File: src/hw/rtl/caf_pkg.sv
`timescale 1ns / 1ps
// ----------------------------------------------------------------------------
// caf_pkg: shared types and constants of the complementary attitude filter
// Holds the sequencer state and operation codes, register indexes, angle
// limits and the CORDIC arctangent table.
// ----------------------------------------------------------------------------
package caf_pkg;

   localparam int CORDIC_STEPS_DEF = 16;
   localparam int CORDIC_STEPS_MAX = 24;  // arctangent table depth
   localparam int ITER_W           = 5;   // covers the table index and the root steps
   localparam int SQRT_STEPS       = 30;  // root digits of (ay^2 + az^2) * 2^28

   // register indexes of the configuration port
   localparam logic REG_BLEND_WEIGHT  = 1'b0;
   localparam logic REG_SAMPLE_PERIOD = 1'b1;

   localparam logic [16:0] WEIGHT_RST = 17'd64225;
   localparam logic [15:0] PERIOD_RST = 16'd655;
   localparam logic [16:0] ONE_Q16    = 17'd65536;

   localparam logic signed [25:0] DEG90   = 26'sd5898240;
   localparam logic signed [30:0] DEG180  = 31'sd11796480;
   localparam logic signed [30:0] DEG360  = 31'sd23592960;
   localparam logic signed [31:0] ANG_MAX = 32'sd16777215;
   localparam logic signed [31:0] ANG_MIN = -32'sd16777216;

   typedef enum logic [2:0] {
      ST_IDLE,
      ST_PRE,
      ST_SQRT,
      ST_CINIT,
      ST_CITER,
      ST_POST,
      ST_YAW,
      ST_DONE
   } state_type;

   typedef enum logic [3:0] {
      OP_SQ_Y,
      OP_SQ_Z,
      OP_INC_X,
      OP_INC_Y,
      OP_INC_Z,
      OP_ROLL_G,
      OP_ROLL_A,
      OP_ROLL_W,
      OP_PITCH_G,
      OP_PITCH_A,
      OP_PITCH_W,
      OP_YAW_ADD
   } op_type;

   // atan(2^-i) in degrees, Q.16, rounded
   function automatic logic [21:0] atan_lut(input logic [ITER_W-1:0] idx);
      logic [21:0] v;
      case (idx)
         5'd0:  v = 22'd2949120;
         5'd1:  v = 22'd1740967;
         5'd2:  v = 22'd919879;
         5'd3:  v = 22'd466945;
         5'd4:  v = 22'd234379;
         5'd5:  v = 22'd117304;
         5'd6:  v = 22'd58666;
         5'd7:  v = 22'd29335;
         5'd8:  v = 22'd14668;
         5'd9:  v = 22'd7334;
         5'd10: v = 22'd3667;
         5'd11: v = 22'd1833;
         5'd12: v = 22'd917;
         5'd13: v = 22'd458;
         5'd14: v = 22'd229;
         5'd15: v = 22'd115;
         5'd16: v = 22'd57;
         5'd17: v = 22'd29;
         5'd18: v = 22'd14;
         5'd19: v = 22'd7;
         5'd20: v = 22'd4;
         5'd21: v = 22'd2;
         5'd22: v = 22'd1;
         default: v = 22'd0;
      endcase
      return v;
   endfunction

endpackage

File: src/hw/rtl/complementary_attitude_filter.sv
`timescale 1ns / 1ps
// ----------------------------------------------------------------------------
// complementary_attitude_filter: roll, pitch and yaw from one IMU sample
// A sample beat runs 5 shared-multiplier steps (squares, rate increments),
// the bit-serial root (30 digits), two CORDIC passes through one shift-add
// unit (a zero tilt vector skips its pass), 7 blend and yaw steps and the
// yaw wrap; a clear beat just zeroes the angles. One beat in flight: a new
// beat is taken only after the last result has entered the output register.
// Reset (synchronous, high) zeroes the angles and restores weight and period.
// ----------------------------------------------------------------------------
// Roll  = w*(roll  + gx*dt) + (1-w)*atan2(ay, az)
// Pitch = w*(pitch + gy*dt) + (1-w)*atan2(-ax, sqrt(ay^2+az^2))
// Yaw   = yaw + gz*dt, wrapped into [-180, 180) degrees
// All angles are signed Q8.16 degrees.
module complementary_attitude_filter
   import caf_pkg::*;
#(
   parameter int CORDIC_STEPS = CORDIC_STEPS_DEF  // 8 .. 24
) (
   input  logic         clock,
   input  logic         reset,
   // sample channel
   input  logic         req_tvalid,
   output logic         req_tready,
   input  logic [95:0]  req_tdata,   // accel_x, accel_y, accel_z, gyro_x, gyro_y, gyro_z
   input  logic [0:0]   req_tuser,   // mode (1 = clear all angles)
   // result channel
   output logic         rsp_tvalid,
   input  logic         rsp_tready,
   output logic [79:0]  rsp_tdata,   // roll_out, pitch_out, yaw_out, zero pad
   // configuration port
   input  logic         csr_wr_en,
   input  logic         csr_index,
   input  logic [16:0]  csr_wdata
);

   // -------------------------------------------------------------------------
   // Registers
   // -------------------------------------------------------------------------
   state_type state_ff, state_in;
   op_type    op_ff, op_in;
   logic [ITER_W-1:0] iter_ff, iter_in;
   logic pass_ff, pass_in;            // 0 = roll tilt, 1 = pitch tilt

   logic [16:0] weight_ff, weight_in;
   logic [15:0] period_ff, period_in;

   logic signed [24:0] roll_ff, roll_in;
   logic signed [24:0] pitch_ff, pitch_in;
   logic signed [24:0] yaw_ff, yaw_in;

   logic        rsp_valid_ff, rsp_valid_in;
   logic [74:0] rsp_data_ff, rsp_data_in;

   // sample operands, held for the whole beat
   logic signed [15:0] ax_ff, ay_ff, az_ff, gx_ff, gy_ff, gz_ff;
   logic signed [15:0] ax_in, ay_in, az_in, gx_in, gy_in, gz_in;

   logic [31:0] sq_ff, sq_in;           // ay^2 + az^2
   logic signed [28:0] ix_ff, iy_ff, iz_ff, ix_in, iy_in, iz_in;

   // bit-serial square root
   logic [59:0] src_ff, src_in;
   logic [31:0] rem_ff, rem_in;
   logic [29:0] root_ff, root_in;

   // CORDIC vector and angle
   logic signed [32:0] x_ff, y_ff, x_in, y_in;
   logic signed [25:0] z_ff, z_in;
   logic signed [25:0] troll_ff, tpitch_ff, troll_in, tpitch_in;

   logic signed [47:0] acc_ff, acc_in;
   logic signed [30:0] yacc_ff, yacc_in;

   // -------------------------------------------------------------------------
   // Shared datapath pieces
   // -------------------------------------------------------------------------
   logic [16:0] w_eff, w_cmp;
   logic signed [17:0] mul_a;
   logic signed [29:0] mul_b;
   logic signed [47:0] prod;
   logic signed [47:0] inc_full;
   logic signed [47:0] rnd_sum;
   logic signed [31:0] blend_q;
   logic signed [24:0] blend_sat;
   logic signed [29:0] roll_sum, pitch_sum;

   logic [33:0] rem_sh;
   logic [33:0] trial;

   logic signed [32:0] dx, dy;
   logic signed [25:0] atan_step;
   logic signed [32:0] cx, cy;

   logic in_beat;

   assign in_beat = req_tvalid && req_tready;

   assign req_tready = (state_ff == ST_IDLE);
   assign rsp_tvalid = rsp_valid_ff;
   assign rsp_tdata  = {5'b0, rsp_data_ff};

   // weights above 1.0 act as 1.0
   assign w_eff = (weight_ff > ONE_Q16) ? ONE_Q16 : weight_ff;
   assign w_cmp = ONE_Q16 - w_eff;

   assign roll_sum  = 30'(roll_ff) + 30'(ix_ff);
   assign pitch_sum = 30'(pitch_ff) + 30'(iy_ff);

   // operand select of the shared multiplier
   always_comb begin
      mul_a = '0;
      mul_b = '0;
      case (op_ff)
         OP_SQ_Y: begin
            mul_a = 18'(ay_ff);
            mul_b = 30'(ay_ff);
         end
         OP_SQ_Z: begin
            mul_a = 18'(az_ff);
            mul_b = 30'(az_ff);
         end
         OP_INC_X: begin
            mul_a = $signed({2'b0, period_ff});
            mul_b = 30'(gx_ff);
         end
         OP_INC_Y: begin
            mul_a = $signed({2'b0, period_ff});
            mul_b = 30'(gy_ff);
         end
         OP_INC_Z: begin
            mul_a = $signed({2'b0, period_ff});
            mul_b = 30'(gz_ff);
         end
         OP_ROLL_G: begin
            mul_a = $signed({1'b0, w_eff});
            mul_b = roll_sum;
         end
         OP_ROLL_A: begin
            mul_a = $signed({1'b0, w_cmp});
            mul_b = 30'(troll_ff);
         end
         OP_PITCH_G: begin
            mul_a = $signed({1'b0, w_eff});
            mul_b = pitch_sum;
         end
         OP_PITCH_A: begin
            mul_a = $signed({1'b0, w_cmp});
            mul_b = 30'(tpitch_ff);
         end
         default: begin
            mul_a = '0;
            mul_b = '0;
         end
      endcase
   end

   assign prod     = mul_a * mul_b;
   // rate increment: floor((g*dt + 8) / 16)
   assign inc_full = prod + 48'sd8;
   // blend: floor((acc + 32768) / 65536), then saturate
   assign rnd_sum  = acc_ff + 48'sd32768;
   assign blend_q  = rnd_sum[47:16];
   assign blend_sat = (blend_q > ANG_MAX) ? ANG_MAX[24:0] :
                      (blend_q < ANG_MIN) ? ANG_MIN[24:0] : blend_q[24:0];

   // one restoring root digit per cycle
   assign rem_sh = {rem_ff, src_ff[59:58]};
   assign trial  = {2'b0, root_ff, 2'b01};

   // CORDIC micro-rotation, floor shifts
   assign dx        = y_ff >>> iter_ff;
   assign dy        = x_ff >>> iter_ff;
   assign atan_step = $signed({4'b0, atan_lut(iter_ff)});

   // start vector of each pass, operands scaled by 2^14
   always_comb begin
      if (!pass_ff) begin
         cx = $signed({{3{az_ff[15]}}, az_ff, 14'b0});
         cy = $signed({{3{ay_ff[15]}}, ay_ff, 14'b0});
      end else begin
         cx = $signed({3'b0, root_ff});
         cy = -$signed({{3{ax_ff[15]}}, ax_ff, 14'b0});
      end
   end

   // -------------------------------------------------------------------------
   // Sequencer: next state and datapath updates
   // -------------------------------------------------------------------------
   always_comb begin
      state_in     = state_ff;
      op_in        = op_ff;
      iter_in      = iter_ff;
      pass_in      = pass_ff;
      weight_in    = weight_ff;
      period_in    = period_ff;
      roll_in      = roll_ff;
      pitch_in     = pitch_ff;
      yaw_in       = yaw_ff;
      rsp_valid_in = rsp_valid_ff && !rsp_tready;
      rsp_data_in  = rsp_data_ff;
      ax_in        = ax_ff;
      ay_in        = ay_ff;
      az_in        = az_ff;
      gx_in        = gx_ff;
      gy_in        = gy_ff;
      gz_in        = gz_ff;
      sq_in        = sq_ff;
      ix_in        = ix_ff;
      iy_in        = iy_ff;
      iz_in        = iz_ff;
      src_in       = src_ff;
      rem_in       = rem_ff;
      root_in      = root_ff;
      x_in         = x_ff;
      y_in         = y_ff;
      z_in         = z_ff;
      troll_in     = troll_ff;
      tpitch_in    = tpitch_ff;
      acc_in       = acc_ff;
      yacc_in      = yacc_ff;

      // apply csr writes at once; the host must issue them while idle, unchecked here
      if (csr_wr_en) begin
         case (csr_index)
            REG_BLEND_WEIGHT:  weight_in = csr_wdata;
            REG_SAMPLE_PERIOD: period_in = csr_wdata[15:0];
            default: ;
         endcase
      end

      case (state_ff)
         ST_IDLE: begin
            if (in_beat) begin
               ax_in = $signed(req_tdata[15:0]);
               ay_in = $signed(req_tdata[31:16]);
               az_in = $signed(req_tdata[47:32]);
               gx_in = $signed(req_tdata[63:48]);
               gy_in = $signed(req_tdata[79:64]);
               gz_in = $signed(req_tdata[95:80]);
               if (req_tuser[0]) begin
                  // clear command: drop the sample, zero the angles
                  roll_in  = '0;
                  pitch_in = '0;
                  yaw_in   = '0;
                  state_in = ST_DONE;
               end else begin
                  op_in    = OP_SQ_Y;
                  state_in = ST_PRE;
               end
            end
         end

         // squares and rate increments
         ST_PRE: begin
            op_in = op_type'(4'(op_ff) + 4'd1);
            case (op_ff)
               OP_SQ_Y:  sq_in = prod[31:0];
               OP_SQ_Z:  sq_in = sq_ff + prod[31:0];
               OP_INC_X: ix_in = inc_full[32:4];
               OP_INC_Y: iy_in = inc_full[32:4];
               default: begin
                  iz_in    = inc_full[32:4];
                  src_in   = {sq_ff, 28'b0};
                  rem_in   = '0;
                  root_in  = '0;
                  iter_in  = '0;
                  state_in = ST_SQRT;
               end
            endcase
         end

         // magnitude of (ay, az), scaled by 2^14
         ST_SQRT: begin
            src_in = {src_ff[57:0], 2'b00};
            if (rem_sh >= trial) begin
               rem_in  = 32'(rem_sh - trial);
               root_in = {root_ff[28:0], 1'b1};
            end else begin
               rem_in  = rem_sh[31:0];
               root_in = {root_ff[28:0], 1'b0};
            end
            iter_in = iter_ff + 1'b1;
            if (iter_ff == ITER_W'(SQRT_STEPS - 1)) begin
               pass_in  = 1'b0;
               state_in = ST_CINIT;
            end
         end

         // load the vector, fold the left half plane by +/-90 degrees
         ST_CINIT: begin
            iter_in = '0;
            if (cx == 33'sd0 && cy == 33'sd0) begin
               // atan2(0, 0) is zero
               if (!pass_ff) begin
                  troll_in = '0;
                  pass_in  = 1'b1;
                  state_in = ST_CINIT;
               end else begin
                  tpitch_in = '0;
                  op_in     = OP_ROLL_G;
                  state_in  = ST_POST;
               end
            end else begin
               if (cx < 33'sd0) begin
                  if (cy >= 33'sd0) begin
                     x_in = cy;
                     y_in = -cx;
                     z_in = DEG90;
                  end else begin
                     x_in = -cy;
                     y_in = cx;
                     z_in = -DEG90;
                  end
               end else begin
                  x_in = cx;
                  y_in = cy;
                  z_in = '0;
               end
               state_in = ST_CITER;
            end
         end

         ST_CITER: begin
            if (y_ff > 33'sd0) begin
               x_in = x_ff + dx;
               y_in = y_ff - dy;
               z_in = z_ff + atan_step;
            end else begin
               x_in = x_ff - dx;
               y_in = y_ff + dy;
               z_in = z_ff - atan_step;
            end
            iter_in = iter_ff + 1'b1;
            if (iter_ff == ITER_W'(CORDIC_STEPS - 1)) begin
               if (!pass_ff) begin
                  troll_in = z_in;
                  pass_in  = 1'b1;
                  state_in = ST_CINIT;
               end else begin
                  tpitch_in = z_in;
                  op_in     = OP_ROLL_G;
                  state_in  = ST_POST;
               end
            end
         end

         // blends and yaw increment
         ST_POST: begin
            op_in = op_type'(4'(op_ff) + 4'd1);
            case (op_ff)
               OP_ROLL_G:  acc_in   = prod;
               OP_ROLL_A:  acc_in   = acc_ff + prod;
               OP_ROLL_W:  roll_in  = blend_sat;
               OP_PITCH_G: acc_in   = prod;
               OP_PITCH_A: acc_in   = acc_ff + prod;
               OP_PITCH_W: pitch_in = blend_sat;
               default: begin
                  yacc_in  = 31'(yaw_ff) + 31'(iz_ff);
                  state_in = ST_YAW;
               end
            endcase
         end

         // wrap yaw one turn per cycle
         ST_YAW: begin
            if (yacc_ff >= DEG180) begin
               yacc_in = yacc_ff - DEG360;
            end else if (yacc_ff < -DEG180) begin
               yacc_in = yacc_ff + DEG360;
            end else begin
               yaw_in   = yacc_ff[24:0];
               state_in = ST_DONE;
            end
         end

         // hold until the output register is free
         ST_DONE: begin
            if (!rsp_valid_ff || rsp_tready) begin
               rsp_valid_in = 1'b1;
               rsp_data_in  = {yaw_ff, pitch_ff, roll_ff};
               state_in     = ST_IDLE;
            end
         end

         default: state_in = ST_IDLE;
      endcase
   end

   // -------------------------------------------------------------------------
   // Control and state registers
   // -------------------------------------------------------------------------
   always_ff @(posedge clock) begin
      if (reset) begin
         state_ff     <= ST_IDLE;
         op_ff        <= OP_SQ_Y;
         iter_ff      <= '0;
         pass_ff      <= 1'b0;
         weight_ff    <= WEIGHT_RST;
         period_ff    <= PERIOD_RST;
         roll_ff      <= '0;
         pitch_ff     <= '0;
         yaw_ff       <= '0;
         rsp_valid_ff <= 1'b0;
      end else begin
         state_ff     <= state_in;
         op_ff        <= op_in;
         iter_ff      <= iter_in;
         pass_ff      <= pass_in;
         weight_ff    <= weight_in;
         period_ff    <= period_in;
         roll_ff      <= roll_in;
         pitch_ff     <= pitch_in;
         yaw_ff       <= yaw_in;
         rsp_valid_ff <= rsp_valid_in;
      end
   end

   // payload registers
   always_ff @(posedge clock) begin
      rsp_data_ff <= rsp_data_in;
      ax_ff       <= ax_in;
      ay_ff       <= ay_in;
      az_ff       <= az_in;
      gx_ff       <= gx_in;
      gy_ff       <= gy_in;
      gz_ff       <= gz_in;
      sq_ff       <= sq_in;
      ix_ff       <= ix_in;
      iy_ff       <= iy_in;
      iz_ff       <= iz_in;
      src_ff      <= src_in;
      rem_ff      <= rem_in;
      root_ff     <= root_in;
      x_ff        <= x_in;
      y_ff        <= y_in;
      z_ff        <= z_in;
      troll_ff    <= troll_in;
      tpitch_ff   <= tpitch_in;
      acc_ff      <= acc_in;
      yacc_ff     <= yacc_in;
   end

endmodule

File: config.mk
export PLATFORM = sky130hd
export DESIGN_NAME = complementary_attitude_filter
export DESIGN_NICKNAME = d
export VERILOG_FILES = /design/src/hw/rtl/caf_pkg.sv /design/src/hw/rtl/complementary_attitude_filter.sv
export SDC_FILE = /design/constraint.sdc
export NUM_CORES = 2
export LEC_CHECK = 0
export ABC_AREA = 1
export BUFFER_PORTS_ARGS = -buffer_cell sky130_fd_sc_hd__buf_2
export CORE_MARGIN = 10
export CORE_UTILIZATION = 46
export CTS_BUF_LIST = sky130_fd_sc_hd__clkbuf_2
export CTS_CLUSTER_SIZE = 30
export DETAILED_ROUTE_END_ITERATION = 10
export PLACE_DENSITY_LB_ADDON = 0.1
export RECOVER_POWER = 100
export SLEW_MARGIN = 20
export SYNTH_ARGS = -nofsm -noshare
export SYNTH_HDL_FRONTEND = slang
export SYNTH_SLANG_ARGS = --single-unit
File: constraint.sdc
create_clock -name clock -period 11.35 [get_ports clock]
set_clock_uncertainty 0.1 [all_clocks]
set_input_delay 2.27 -clock clock [delete_from_list [all_inputs] [get_ports clock]]
set_output_delay 2.27 -clock clock [all_outputs]
set_load 0.1 [all_outputs]
==> flow_summary.toml <==
[run_status]
status = "complete, but fails checks"
violations = "max-capacitance violations, max-slew violations"

[min_path]
min_path_cells = 0
hp-class = "reg -> reg"

[global_route]
grt.met3_usage_pct = 4.25
top_usage_layer = "met2"
grt_usage_pct = 30.9
grt_antenna_before_repair = 24
use_met2_pct = 51.4
use_met1_pct = 39.8
grt_max_degree = 82
first_global_vias = 68200
grt-ovfl-total = 0
grt_pass1_wl_microns = 416000

[logic_synthesis]
synth_top_flop_cell = "edfxtp_1"
synthArstFlopShare_pct = 0
ys_ff_latch = 751
synth_edf_count = 607
syn_area_sq_um = 73900
avgSynthCellArea_sq_um = 7.62
yosysSeqAreaShare_pct = 28.6
syn_inst = 9695
synth.distinct_cells = 75
synth_warnings = 0

[timing]
hold_viol_final = 0
final_max_slew_viol_count = 1208
post-route-period-util_pct = 97.1
max_freq_mhz = 90.8
setup_viol = 0
slew_headroom_pct = -209
fin_crit_ns = 11.02
tns_ns = 0
tightest_slew_ns = 4.64

[clocking]
path_clk_slew_ns = 0.11
clock-root-buffer = "clkbuf_2"
cts_hold_buf = 0
cts_sinks = 751
htree_levels = 4
cts_tree = "built"
clk_latency_ns = 1.83
cts_buffer_depth = 3
cts_buffers = 202

[finish]
layout.nets = 11300
fin_area_sq_um = 80800
drive_gt1_share_pct = 8.88
synthToLayoutAreaGrowth_pct = 9.42

[run]
drv_cap = 26

[worst_setup_path]
crit_type = "reg -> reg"
cp_top_family = "adder cells"
timing.critical_path.required_ns = 12.71
critPathLaunchType = "flip-flop"
critPathArrivalTime_ns = 12.38
worstPathBufferInverterCount = 9
critPathCaptureType = "flip-flop"
crit_top_cell = "inv_1"
cp_max_fo = 13
slowest_stage = "nor2_1"
slowest_delay_ns = 0.92
reg2reg_depth = 34
worst-path-stages = 34

[floorplanning]
core_sq_um = 160000
start_util_pct = 46.2
die_w_microns = 421
rows = 147
die_y_microns = 421
die-area_sq_um = 177000
ioPinCount = 202

[route]
first_iter_violations = 6729
drt_wl_total_microns = 278000
routed_via_density = 5.56
drt_first_pass_iters = 8
vias = 69300
drc_errors = 0
ant_nets = 0
wl_per_cell_microns = 22.3

[place]
gp_congestion = 0.987
dp_hpwl_microns = 225000
placed_cell_area_sq_um = 79200
portBuffers = 196
## registers in the layout, indices dropped and copies added, names as in the netlist, 17 cells and up
name,flops
ix_ff,29
rem_ff,32
iz_ff,29
iy_ff,29
z_ff,26
tpitch_ff,26
atan_step,22
pitch_ff,25
y_ff,33
rsp_data_ff,75
sq_ff,32
troll_ff,26
src_ff,32
yaw_ff,25
x_ff,33
yacc_ff,31
root_ff,30
roll_ff,25
weight_ff,17
acc_ff,48
## synth_stat cells, types with 91 or more instances
library cell | number | share of area (%)
nand3_1 | 733 | 5.0
buf_2 | 96 | 0.65
nor2_1 | 827 | 4.2
xnor2_1 | 91 | 1.1
ha_1 | 436 | 7.4
nand2_1 | 2390 | 12
a21oi_1 | 649 | 4.4
fa_1 | 531 | 14
nor3_1 | 105 | 0.71
xor2_1 | 194 | 2.3
edfxtp_1 | 607 | 25
inv_1 | 1450 | 7.4
dfxtp_1 | 144 | 3.9
o21ai_0 | 512 | 3.5
clkbuf_1 | 137 | 0.70
## timing repair
item | in CTS | in global routing
buffers inserted | 0 | 13
endpoints found under the setup margin | 0 | 43
resized for setup | 0 | 20
## per-layer routing
metal | wire (microns) | vias up
met5 | 80 | -
met4 | 14300 | 12
met3 | 19100 | 558
met2 | 130000 | 2702
met1 | 115000 | 33200
li1 | - | 32800
## logic make-up after synthesis
kind of cell / synth area share, %
flip-flops: 28.6
XOR/XNOR: 3.60
adder cells (fa/ha/maj): 21.8
AO/OA/AOI/OAI: 12.1
buffers and inverters: 9.40
AND/OR/NAND/NOR: 24.6
other: 0.0102
## path summary, 6_finish.rpt
check | from | slack [ns] | endpoint
worst max-delay path | op_ff[1]$_SDFFE_PP0P_ | 0.33 | acc_ff[22]$_DFFE_PP_
worst min-delay path | roll_ff[6]$_SDFFE_PP0P_ | 0.38 | rsp_data_ff[6]$_DFFE_PP_
worst min register to register | roll_ff[6]$_SDFFE_PP0P_ | 0.38 | rsp_data_ff[6]$_DFFE_PP_
worst max register to register | op_ff[1]$_SDFFE_PP0P_ | 0.33 | acc_ff[22]$_DFFE_PP_
## through the flow
step           setup WS (ns)  util, %  hold WS (ns)  cells
2_1_floorplan           2.18        -         0.331   9713
3_3_place_gp           0.216     49.5         0.345  12100
3_5_place_dp           0.265     49.5         0.358  12100
4_1_cts                0.169     50.7         0.323  12400
5_1_grt              -0.0119     50.5         0.361  12500
6_report               0.334     50.5         0.379  12500
## final cells by class
cell class	count	area (sq um)
Clock buffer	300	1500
Antenna cell	18	45.0
Timing Repair Buffer	583	3650
Sequential cell	751	21100
Inverter	1478	5570
Clock inverter	68	408
Fill cell	16300	79200
Multi-Input combinational cell	7186	45900
Tap cell	2086	2610
## placed cells by master (no fill, tap or decap), types with 51 or more instances in the layout
master	Yosys	layout
nand2_1	2390	2389
o21a_1	76	76
ha_1	436	436
xnor2_1	91	91
inv_1	1450	1443
dfxtp_1	144	140
a21oi_1	649	645
nand4_1	87	87
fa_1	531	530
nor3_1	105	108
o21ai_0	512	523
clkbuf_1	137	155
clkbuf_2	0	300
buf_4	25	325
clkinv_1	7	51
nand3_1	733	735
edfxtp_1	607	607
buf_2	96	89
xor2_1	194	194
nor2_1	827	819
Power is left out: the tool's default activity adds up to more than one toggle a clock period on the data nets, which glitch-free logic cannot reach.
